<file path="config.mk">
export PLATFORM = sky130hd
export DESIGN_NAME = lookup3_byte_hash64
export DESIGN_NICKNAME = d
export VERILOG_FILES = /design/src/hdl/lkh_pkg.sv /design/src/hdl/lkh_front.sv /design/src/hdl/lkh_queue.sv /design/src/hdl/lkh_back.sv /design/src/hdl/lookup3_byte_hash64.sv
export SDC_FILE = /design/constraint.sdc
export NUM_CORES = 2
export LEC_CHECK = 0
export BUFFER_PORTS_ARGS = -buffer_cell sky130_fd_sc_hd__buf_2
export CAP_MARGIN = 20
export CORE_MARGIN = 4
export CORE_UTILIZATION = 70
export CTS_CLUSTER_DIAMETER = 40
export DETAILED_ROUTE_END_ITERATION = 16
export PLACE_DENSITY = 0.88
export RECOVER_POWER = 100
export SLEW_MARGIN = 20
export SYNTH_ARGS = -nofsm -noshare
export SYNTH_HDL_FRONTEND = slang
export SYNTH_SLANG_ARGS = --single-unit
</file>
<file path="constraint.sdc">
create_clock -name clk_i -period 20.6 [get_ports clk_i]
set_input_delay 1.03 -clock clk_i [delete_from_list [all_inputs] [get_ports clk_i]]
set_output_delay 1.03 -clock clk_i [all_outputs]
set_load 0.01 [all_outputs]
</file>
<file path="src/hdl/lkh_pkg.sv">
// Shared types, constants and mixing functions of the lookup3 byte hash.
package lkh_pkg;

  // Initial value of the hash words before length and seed
  localparam logic [31:0] InitConst  = 32'hdeadbeef;
  // Bytes held in one full block
  localparam logic [3:0]  BlockBytes = 4'd12;

  // Register index codes on the configuration port
  localparam logic RegPrimary   = 1'b0;
  localparam logic RegSecondary = 1'b1;

  // Lane selects inside a block: word a, word b (word c is the default)
  localparam logic [1:0] LaneA = 2'd0;
  localparam logic [1:0] LaneB = 2'd1;

  // One classified item, passed from front to back
  typedef struct packed {
    logic        first;       // opens a message: set up the words
    logic        mix_before;  // full block pending: mix before adding
    logic        present;     // carries a byte
    logic [3:0]  lane;        // byte position inside the block, 0..11 when present is set
    logic [7:0]  byte_val;
    logic        last;        // closes the message
    logic        fin;         // at least one byte seen: final mix needed
    logic        mismatch;    // byte count differs from declared length
    logic [31:0] length;      // declared length, used when first is set
  } lkh_op_t;

  typedef struct packed {
    logic [31:0] a;
    logic [31:0] b;
    logic [31:0] c;
  } lkh_words_t;

  function automatic logic [31:0] rotl(input logic [31:0] v, input int unsigned s);
    rotl = (v << s) | (v >> (32 - s));
  endfunction

  // First three rows of the block mix
  function automatic lkh_words_t mix_lo(input lkh_words_t w);
    logic [31:0] a, b, c;
    a = w.a; b = w.b; c = w.c;
    a = a - c; a = a ^ rotl(c, 4);  c = c + b;
    b = b - a; b = b ^ rotl(a, 6);  a = a + c;
    c = c - b; c = c ^ rotl(b, 8);  b = b + a;
    mix_lo = '{a: a, b: b, c: c};
  endfunction

  // Last three rows of the block mix
  function automatic lkh_words_t mix_hi(input lkh_words_t w);
    logic [31:0] a, b, c;
    a = w.a; b = w.b; c = w.c;
    a = a - c; a = a ^ rotl(c, 16); c = c + b;
    b = b - a; b = b ^ rotl(a, 19); a = a + c;
    c = c - b; c = c ^ rotl(b, 4);  b = b + a;
    mix_hi = '{a: a, b: b, c: c};
  endfunction

  // First four rows of the final mix
  function automatic lkh_words_t fin_lo(input lkh_words_t w);
    logic [31:0] a, b, c;
    a = w.a; b = w.b; c = w.c;
    c = c ^ b; c = c - rotl(b, 14);
    a = a ^ c; a = a - rotl(c, 11);
    b = b ^ a; b = b - rotl(a, 25);
    c = c ^ b; c = c - rotl(b, 16);
    fin_lo = '{a: a, b: b, c: c};
  endfunction

  // Last three rows of the final mix
  function automatic lkh_words_t fin_hi(input lkh_words_t w);
    logic [31:0] a, b, c;
    a = w.a; b = w.b; c = w.c;
    a = a ^ c; a = a - rotl(c, 4);
    b = b ^ a; b = b - rotl(a, 14);
    c = c ^ b; c = c - rotl(b, 24);
    fin_hi = '{a: a, b: b, c: c};
  endfunction

endpackage

</file>
<file path="src/hdl/lkh_front.sv">
// Front end: accepts input beats, tracks message framing and classifies each item.
module lkh_front (
  input  logic              clk_i,
  input  logic              rst_ni,
  input  logic              in_valid_i,
  output logic              in_ready_o,
  input  logic [7:0]        byte_value_i,
  input  logic              byte_present_i,
  input  logic              is_last_i,
  input  logic [31:0]       message_length_i,
  input  logic              q_ready_i,
  output logic              q_push_o,
  output lkh_pkg::lkh_op_t  q_op_o
);
  import lkh_pkg::*;

  logic        in_msg_q, in_msg_d;
  logic [3:0]  pos_q, pos_d;
  logic [31:0] cnt_q, cnt_d;
  logic [31:0] decl_q, decl_d;

  logic        first;
  logic [3:0]  pos_cur, lane, pos_nxt;
  logic [31:0] cnt_cur, cnt_nxt, decl_cur;
  logic        mix_before;
  logic        accept;

  assign in_ready_o = q_ready_i;
  assign accept     = in_valid_i & q_ready_i;
  assign q_push_o   = accept;

  // Classify the current beat against the running message state
  always_comb begin
    first      = ~in_msg_q;
    pos_cur    = first ? 4'd0 : pos_q;
    cnt_cur    = first ? 32'd0 : cnt_q;
    decl_cur   = first ? message_length_i : decl_q;
    mix_before = byte_present_i & (pos_cur == BlockBytes);
    lane       = mix_before ? 4'd0 : pos_cur;
    pos_nxt    = byte_present_i ? 4'(lane + 4'd1) : pos_cur;
    cnt_nxt    = 32'(cnt_cur + {31'd0, byte_present_i});

    q_op_o.first      = first;
    q_op_o.mix_before = mix_before;
    q_op_o.present    = byte_present_i;
    q_op_o.lane       = lane;
    q_op_o.byte_val   = byte_value_i;
    q_op_o.last       = is_last_i;
    q_op_o.fin        = (pos_nxt != 4'd0);
    q_op_o.mismatch   = (cnt_nxt != decl_cur);
    q_op_o.length     = message_length_i;
  end

  // Advance framing state on each accepted beat
  always_comb begin
    in_msg_d = in_msg_q;
    pos_d    = pos_q;
    cnt_d    = cnt_q;
    decl_d   = decl_q;
    if (accept) begin
      in_msg_d = ~is_last_i;
      pos_d    = is_last_i ? 4'd0 : pos_nxt;
      cnt_d    = is_last_i ? 32'd0 : cnt_nxt;
      decl_d   = decl_cur;
    end
  end

  always_ff @(posedge clk_i or negedge rst_ni) begin
    if (!rst_ni) begin
      in_msg_q <= 1'b0;
      pos_q    <= 4'd0;
      cnt_q    <= 32'd0;
      decl_q   <= 32'd0;
    end else begin
      in_msg_q <= in_msg_d;
      pos_q    <= pos_d;
      cnt_q    <= cnt_d;
      decl_q   <= decl_d;
    end
  end

endmodule

</file>
<file path="src/hdl/lkh_queue.sv">
// Short FIFO of classified items between front end and back end.
module lkh_queue #(
  parameter int unsigned Depth = 4
) (
  input  logic              clk_i,
  input  logic              rst_ni,
  input  logic              push_i,
  input  lkh_pkg::lkh_op_t  op_i,
  output logic              ready_o,
  input  logic              pop_i,
  output logic              valid_o,
  output lkh_pkg::lkh_op_t  op_o
);
  import lkh_pkg::*;

  localparam int unsigned PtrW = (Depth > 1) ? $clog2(Depth) : 1;
  localparam int unsigned CntW = $clog2(Depth + 1);

  lkh_op_t             mem_q [Depth];
  logic [PtrW-1:0]     wr_ptr_q, wr_ptr_d, rd_ptr_q, rd_ptr_d;
  logic [CntW-1:0]     cnt_q, cnt_d;
  logic                do_push, do_pop;

  assign ready_o = (cnt_q != CntW'(Depth));
  assign valid_o = (cnt_q != '0);
  assign op_o    = mem_q[rd_ptr_q];
  assign do_push = push_i & ready_o;
  assign do_pop  = pop_i & valid_o;

  // Advance pointers with wrap at the depth and track the fill count
  always_comb begin
    wr_ptr_d = wr_ptr_q;
    rd_ptr_d = rd_ptr_q;
    if (do_push) begin
      wr_ptr_d = (wr_ptr_q == PtrW'(Depth - 1)) ? '0 : PtrW'(wr_ptr_q + 1'b1);
    end
    if (do_pop) begin
      rd_ptr_d = (rd_ptr_q == PtrW'(Depth - 1)) ? '0 : PtrW'(rd_ptr_q + 1'b1);
    end
    cnt_d = cnt_q;
    if (do_push && !do_pop) begin
      cnt_d = CntW'(cnt_q + 1'b1);
    end else if (!do_push && do_pop) begin
      cnt_d = CntW'(cnt_q - 1'b1);
    end
  end

  always_ff @(posedge clk_i or negedge rst_ni) begin
    if (!rst_ni) begin
      wr_ptr_q <= '0;
      rd_ptr_q <= '0;
      cnt_q    <= '0;
    end else begin
      wr_ptr_q <= wr_ptr_d;
      rd_ptr_q <= rd_ptr_d;
      cnt_q    <= cnt_d;
    end
  end

  // Store the entry; payload needs no reset
  always_ff @(posedge clk_i) begin
    if (do_push) begin
      mem_q[wr_ptr_q] <= op_i;
    end
  end

endmodule

</file>
<file path="src/hdl/lkh_back.sv">
// Back end: holds the hash words, runs byte adds, block mix and final mix, drives results.
module lkh_back (
  input  logic              clk_i,
  input  logic              rst_ni,
  input  logic              op_valid_i,
  input  lkh_pkg::lkh_op_t  op_i,
  output logic              pop_o,
  input  logic [31:0]       primary_seed_i,
  input  logic [31:0]       secondary_seed_i,
  output logic              out_valid_o,
  input  logic              out_ready_i,
  output logic [63:0]       hash_value_o,
  output logic              length_mismatch_o
);
  import lkh_pkg::*;

  localparam logic [1:0] StRun  = 2'd0;
  localparam logic [1:0] StMix2 = 2'd1;
  localparam logic [1:0] StFin1 = 2'd2;
  localparam logic [1:0] StFin2 = 2'd3;

  logic [1:0]  state_q, state_d;
  lkh_words_t  words_q, words_d;
  logic        mism_q, mism_d;
  logic [63:0] res_q, res_d;
  logic        res_mism_q, res_mism_d;
  logic        out_valid_q, out_valid_d;

  lkh_words_t  base, applied, fin_out;
  logic [31:0] init, add;
  logic        out_free, load;

  assign out_free = ~out_valid_q | out_ready_i;
  assign fin_out  = fin_hi(words_q);

  // Finish a pending block mix, set up words on a first item, then add the byte into its lane
  always_comb begin
    base    = (state_q == StMix2) ? mix_hi(words_q) : words_q;
    init    = InitConst + op_i.length + primary_seed_i;
    applied = base;
    if (op_i.first) begin
      applied.a = init;
      applied.b = init;
      applied.c = init + secondary_seed_i;
    end
    add = {24'd0, op_i.byte_val} << {op_i.lane[1:0], 3'b000};
    if (op_i.present) begin
      case (op_i.lane[3:2])
        LaneA:   applied.a = applied.a + add;
        LaneB:   applied.b = applied.b + add;
        default: applied.c = applied.c + add;
      endcase
    end
  end

  // Sequence one item: optional block mix, add, optional final mix
  always_comb begin
    state_d    = state_q;
    words_d    = words_q;
    mism_d     = mism_q;
    res_d      = res_q;
    res_mism_d = res_mism_q;
    pop_o      = 1'b0;
    load       = 1'b0;
    case (state_q)
      StRun, StMix2: begin
        if (op_valid_i) begin
          if ((state_q == StRun) && op_i.mix_before) begin
            words_d = mix_lo(words_q);
            state_d = StMix2;
          end else if (op_i.last && !op_i.fin) begin
            // empty message: seeded words go out unmixed
            if (out_free) begin
              pop_o      = 1'b1;
              load       = 1'b1;
              words_d    = applied;
              res_d      = {applied.b, applied.c};
              res_mism_d = op_i.mismatch;
              state_d    = StRun;
            end
          end else begin
            pop_o   = 1'b1;
            words_d = applied;
            mism_d  = op_i.mismatch;
            state_d = op_i.last ? StFin1 : StRun;
          end
        end
      end
      StFin1: begin
        words_d = fin_lo(words_q);
        state_d = StFin2;
      end
      StFin2: begin
        // hold until the output slot frees
        if (out_free) begin
          load       = 1'b1;
          words_d    = fin_out;
          res_d      = {fin_out.b, fin_out.c};
          res_mism_d = mism_q;
          state_d    = StRun;
        end
      end
      default: state_d = StRun;
    endcase
    out_valid_d = (out_valid_q & ~out_ready_i) | load;
  end

  always_ff @(posedge clk_i or negedge rst_ni) begin
    if (!rst_ni) begin
      state_q     <= StRun;
      out_valid_q <= 1'b0;
      words_q     <= '0;
      mism_q      <= 1'b0;
    end else begin
      state_q     <= state_d;
      out_valid_q <= out_valid_d;
      words_q     <= words_d;
      mism_q      <= mism_d;
    end
  end

  always_ff @(posedge clk_i) begin
    res_q      <= res_d;
    res_mism_q <= res_mism_d;
  end

  assign out_valid_o       = out_valid_q;
  assign hash_value_o      = res_q;
  assign length_mismatch_o = res_mism_q;

endmodule

</file>
<file path="src/hdl/lookup3_byte_hash64.sv">
// Top level of the streaming lookup3 (hashlittle2) byte hash with APB seed registers.
//
//  Channel  | Signals                                              | Direction
//  ---------+------------------------------------------------------+----------
//  input    | in_valid_i/in_ready_o, byte_value_i, byte_present_i, | in
//           | is_last_i, message_length_i                          |
//  result   | out_valid_o/out_ready_i, hash_value_o,               | out
//           | length_mismatch_o                                    |
//  config   | psel, penable, pwrite, paddr, pwdata, prdata, pready | APB
//
// One byte beat is taken per cycle while the queue has room. The back end runs each
// block mix in an extra state, StMix2, ahead of the byte add, and the final mix of a
// message in the states StFin1 and StFin2; the item queue absorbs these so the input
// keeps flowing. Reset clears framing, queue, sequencer and seeds; a result beat
// holds while out_ready_i is low, and the input stalls only when the queue fills.
module lookup3_byte_hash64 #(
  parameter int unsigned QueueDepth = 4
) (
  input  logic        clk_i,
  input  logic        rst_ni,
  input  logic        in_valid_i,
  output logic        in_ready_o,
  input  logic [7:0]  byte_value_i,
  input  logic        byte_present_i,
  input  logic        is_last_i,
  input  logic [31:0] message_length_i,
  output logic        out_valid_o,
  input  logic        out_ready_i,
  output logic [63:0] hash_value_o,
  output logic        length_mismatch_o,
  input  logic        psel,
  input  logic        penable,
  input  logic        pwrite,
  input  logic [2:0]  paddr,
  input  logic [31:0] pwdata,
  output logic [31:0] prdata,
  output logic        pready
);
  import lkh_pkg::*;

  logic [31:0] seed_p_q, seed_s_q;
  logic        cfg_wr;
  logic        q_push, q_ready, q_valid, q_pop;
  lkh_op_t     q_in, q_out;

  // Write seed registers on the APB access phase
  assign pready = 1'b1;
  assign cfg_wr = psel & penable & pwrite;
  assign prdata = (paddr[2] == RegSecondary) ? seed_s_q : seed_p_q;

  always_ff @(posedge clk_i or negedge rst_ni) begin
    if (!rst_ni) begin
      seed_p_q <= 32'd0;
      seed_s_q <= 32'd0;
    end else if (cfg_wr) begin
      if (paddr[2] == RegPrimary) begin
        seed_p_q <= pwdata;
      end else begin
        seed_s_q <= pwdata;
      end
    end
  end

  lkh_front u_front (
    .clk_i            (clk_i),
    .rst_ni           (rst_ni),
    .in_valid_i       (in_valid_i),
    .in_ready_o       (in_ready_o),
    .byte_value_i     (byte_value_i),
    .byte_present_i   (byte_present_i),
    .is_last_i        (is_last_i),
    .message_length_i (message_length_i),
    .q_ready_i        (q_ready),
    .q_push_o         (q_push),
    .q_op_o           (q_in)
  );

  lkh_queue #(
    .Depth (QueueDepth)
  ) u_queue (
    .clk_i   (clk_i),
    .rst_ni  (rst_ni),
    .push_i  (q_push),
    .op_i    (q_in),
    .ready_o (q_ready),
    .pop_i   (q_pop),
    .valid_o (q_valid),
    .op_o    (q_out)
  );

  lkh_back u_back (
    .clk_i             (clk_i),
    .rst_ni            (rst_ni),
    .op_valid_i        (q_valid),
    .op_i              (q_out),
    .pop_o             (q_pop),
    .primary_seed_i    (seed_p_q),
    .secondary_seed_i  (seed_s_q),
    .out_valid_o       (out_valid_o),
    .out_ready_i       (out_ready_i),
    .hash_value_o      (hash_value_o),
    .length_mismatch_o (length_mismatch_o)
  );

endmodule

</file>
==> out/metrics.yaml, run 1 <==
cts_root_buf: "clkbuf_16"
ys_seq_area_frac: 0.220
post_cts_resize_count: 0
hold_buffers: 0
grt_first_pass_wirelength_um: 489000
rows: 110
numClockSinks: 505
synth-main-ff-cell: "edfxtp_1"
start_util: 0.705
dpl-instance-area_um2: 65800
grt_pass1_vias: 70049
synth_edf_count: 265
placed_cells: 8970
die_width_um: 309
cts_max_level: 3
die_y_um: 309
grt_overflow: 35
post_cts_buffers: 0
num_io_pins: 184
syn_nets: 8533
syn_inst: 7743
gp_congestion: 1.29
status: "aborted with a tool error"
ys_warn_count: 0
stop_error: "[ERROR GRT-0116] Global routing finished with congestion. Check the congestion regions in the DRC Viewer."
syn_area_um2: 63300
port_buffers: 180
syn_avg_cell_area_um2: 8.18
dpl.hpwl_um: 236000
cts_max_path_buffers: 3
synthArstFlopShare: 0.475
synth-seq-cells: 505
cts_buffers: 77
ys_types: 125
grt_usage: 0.701
grt_max_degree: 107
haltStage: "global routing (5_1_grt)"
kinds of logic after synthesis:
| logic type | count (synthesis) | synth area share |
|---|---|---|
| DFF | 505 | 0.220 |
| and+or+nand+nor | 2105 | 0.155 |
| buffers and inverters | 925 | 0.0555 |
| xor gates and xnor gates | 1024 | 0.149 |
| adders and majority gates | 725 | 0.145 |
| AOI/OAI and AO/OA | 2224 | 0.226 |
| other | 1 | 0.0000592 |
| muxes | 234 | 0.0491 |
per-stage QoR:
stage / setup slack, ps / hold slack [ps]
after floorplan: 9880 / 431
after global placement: 6680 / 445
after detailed placement: 6470 / 479
after CTS: 6280 / 495
synth_stat cells (75+ instances only):
master | number | area share
o21bai_1 | 109 | 0.013
ha_1 | 684 | 0.14
clkbuf_1 | 220 | 0.013
o21ai_0 | 535 | 0.042
and3_1 | 81 | 0.0080
nor2_1 | 611 | 0.036
nand2_1 | 637 | 0.038
a211oi_1 | 87 | 0.010
nand3_1 | 139 | 0.011
dfrtp_1 | 240 | 0.095
xnor2_1 | 757 | 0.10
xor2_1 | 233 | 0.032
edfxtp_1 | 265 | 0.13
nor3_1 | 195 | 0.015
a31oi_1 | 93 | 0.0092
a21o_1 | 169 | 0.020
mux2_2 | 119 | 0.021
inv_1 | 658 | 0.039
a21oi_1 | 636 | 0.050
and2_1 | 79 | 0.0078
o211ai_1 | 75 | 0.0089
per-layer routing:
layer  overflow  global-route usage
met1          0               0.713
met2         20               0.887
met5          0               0.201
met3          0               0.496
met4         15               0.718
==> run 2: changes to the inputs <==
--- a/config.mk
+++ b/config.mk
@@ -8,10 +8,9 @@
 export BUFFER_PORTS_ARGS = -buffer_cell sky130_fd_sc_hd__buf_2
 export CAP_MARGIN = 20
 export CORE_MARGIN = 4
-export CORE_UTILIZATION = 70
-export CTS_CLUSTER_DIAMETER = 40
+export CORE_UTILIZATION = 40
 export DETAILED_ROUTE_END_ITERATION = 16
-export PLACE_DENSITY = 0.88
+export PLACE_DENSITY_LB_ADDON = 0.15
 export RECOVER_POWER = 100
 export SLEW_MARGIN = 20
 export SYNTH_ARGS = -nofsm -noshare
==> run 2 against run 1 <==
  * The flow now finishes, with violations (capacitance limit, slew limit)
  * Synthesized cell count unchanged
  * Area after synthesis is the same
==> out/metrics.yaml, run 2 <==
status: "complete, but fails checks"  # was aborted with a tool error
violations: "capacitance limit, slew limit"
syn2layout_area_growth_pct: 9.38
synth-main-ff-cell: "edfxtp_1"  # unchanged
die-area_um2: 165000
syn_nets: 8533  # unchanged
antenna_left: 0
post_cts_resize_count: 0  # unchanged
clock_latency_ps: 740
grt_first_pass_wirelength_um: 463000
grt_overflow: 0
most-common-layout-cells: "752 x xnor2_1, 684 x ha_1, 659 x inv_1"
synth_top_cell_by_area: "ha_1"  # unchanged
synth-seq-cells: 505  # unchanged
min_period_over_period: 0.788
wl_per_cell_um: 34.0
nNetsFinal: 8728
post_cts_buffers: 0  # unchanged
numClockSinks: 505  # unchanged
cp_slowest_cell: "o41ai_1"
cts_root_buf: "clkbuf_16"  # unchanged
synthArstFlopShare: 0.475  # unchanged
grt_antenna_before_repair: 51
period_minus_slack_ps: 16230
rr_worst_depth: 48
ys_seq_area_frac: 0.220  # unchanged
die_y_um: 406  # was 309 um
dpl.hpwl_um: 285000  # was 236,000 um
cp-start-kind: "flip-flop"
largest_register_ffs: 200
synth.most_common_cell: "xnor2_1"  # unchanged
synth_top_area_frac: 0.135  # unchanged
critPathBufInv: 3
finalHoldViolCount: 0
regMostFlops: "u_queue.mem_q"
crit_top_cell: "a21oi_1"
slowest_delay_ps: 1550
whs_path_depth: 2
port_buffers: 180  # unchanged
clock_skew_ps: 88.5
start_util: 0.404  # was 0.705
drc: 0
slew_viol_final: 989
worstPathArrival_ps: 16760
drive_gt1_frac: 0.0776
grt_max_degree: 86
cts_max_path_buffers: 3  # unchanged
tns_ps: 0
worstPathRequired_ps: 21120
rsz0062_at_grt: "no"
dr.pass1.iters: 7
worstMarginPinSlew_ps: 5230
hold_buffers: 0  # unchanged
cts_buffers: 60  # was 77
synthTopCellsByCount: "757 x xnor2_1, 684 x ha_1, 658 x inv_1, 637 x nand2_1, 636 x a21oi_1"  # unchanged
whs_ps: 463
criticalPathCategory: "flip-flop to flip-flop"
grt_usage: 0.403
syn_avg_cell_area_um2: 8.18  # unchanged
synth_edf_count: 265  # unchanged
vias_per_cell: 6.25
ys_types: 125  # unchanged
ys_warn_count: 0  # unchanged
slew-limit-headroom: -2.48
rrSetupSlack_ps: 4370
syn_inst: 7743  # unchanged
rows: 145  # was 110
cts_tree: "yes"
cts_max_level: 2  # was 3
cap_violations: 32
setup_viol: 0
grt_pass1_vias: 58475
r2r_end: "u_back.words_q[28]"
min_from: "u_front.cnt_q[0]"
syn_area_um2: 63300  # unchanged
r2r_start: "u_back.words_q[9]"
crit_fanout: 8
hp-class: "flip-flop to flip-flop"
cp_top_family: "compound AO/OA/AOI/OAI gates"
cp-end-kind: "flip-flop"
num_io_pins: 184  # unchanged
synthTopCellsByArea: "ha_1 14%, edfxtp_1 13%, xnor2_1 10%"  # unchanged
drt_iter0_markers: 7439
fmax_ghz: 0.0616
mostFrequentLayoutCell: "xnor2_1"
vias: 63019
whs_endpoint: "u_front.cnt_q[0]"
gp_congestion: 1.10  # was 1.29
core-area_um2: 157000
path_clk_slew_ps: 60
die_width_um: 406  # was 309 um
wl_um: 342000
==> run 2: how the worst max path moves through the flow <==
stage	startpoint	endpoint	cells past startpoint
2_1_floorplan	u_back.words_q[1]	u_back.words_q[26]	56
3_3_place_gp	u_back.words_q[0]	u_back.words_q[28]	62
3_5_place_dp	u_back.words_q[0]	u_back.words_q[28]	62
4_1_cts	u_back.words_q[0]	u_back.words_q[28]	62
5_1_grt	u_back.words_q[58]	u_back.words_q[30]	48
6_report	u_back.words_q[9]	u_back.words_q[28]	48
==> run 2: per-stage QoR <==
| step | instance area (um2) | util | setup WS (ps) | std cells |
|---|---|---|---|---|
| floorplan | 63300 | - | 9880 | 7743 |
| global placement | 67500 | 0.431 | 5970 | 9930 |
| detailed placement | 67500 | 0.431 | 6010 | 9932 |
| CTS | 69600 | 0.444 | 5800 | 10046 |
| global route | 69200 | 0.441 | 4200 | 10050 |
| finish | 69300 | 0.442 | 4370 | 10082 |
==> run 2: cells by family (layout without fill, tap and decap cells) <==
logic type / Yosys count / in the layout / share of synthesized area
other cells: 1 / 35 / 0.0000592
buf+inv: 925 / 1172 / 0.0555
mux: 234 / 234 / 0.0491
compound gates: 2224 / 2224 / 0.226
flops: 505 / 505 / 0.220
xor+xnor: 1024 / 1024 / 0.149
simple gates: 2105 / 2105 / 0.155
fa+ha+maj: 725 / 725 / 0.145
==> run 2: worst reg2reg max path, delay by kind of cell (launching register included) <==
kind / cells / cell delay, ps
xor+xnor: 4 / 1420
buf+inv: 3 / 2350
flops: 1 / 330
fa+ha+maj: 2 / 1070
compound gates: 32 / 9940
simple gates: 7 / 990
==> run 2: metal layers <==
| metal | vias to the layer above | track usage | part of all wire |
|---|---|---|---|
| met5 | - | 0 | 0.00056 |
| li1 | 28167 | - | - |
| met2 | 3306 | 0.614 | 0.43 |
| met4 | 26 | 0.328 | 0.099 |
| met3 | 836 | 0.0924 | 0.090 |
| met1 | 30684 | 0.488 | 0.38 |
==> run 2: layout make-up <==
| cell class | count | area [um2] |
|---|---|---|
| fillers | 16149 | 87500 |
| multi-input cells | 6313 | 45900 |
| flip-flops and latches | 505 | 14000 |
| well taps | 2058 | 2570 |
| inverters | 669 | 2510 |
| repair buffers | 389 | 2170 |
| clock buffers | 74 | 1600 |
| clock inverters | 40 | 459 |
| diodes | 34 | 85.1 |
Power of run 2 is left out: the tool's default activity adds up to more than one toggle a clock period on the data nets, which glitch-free logic cannot reach.
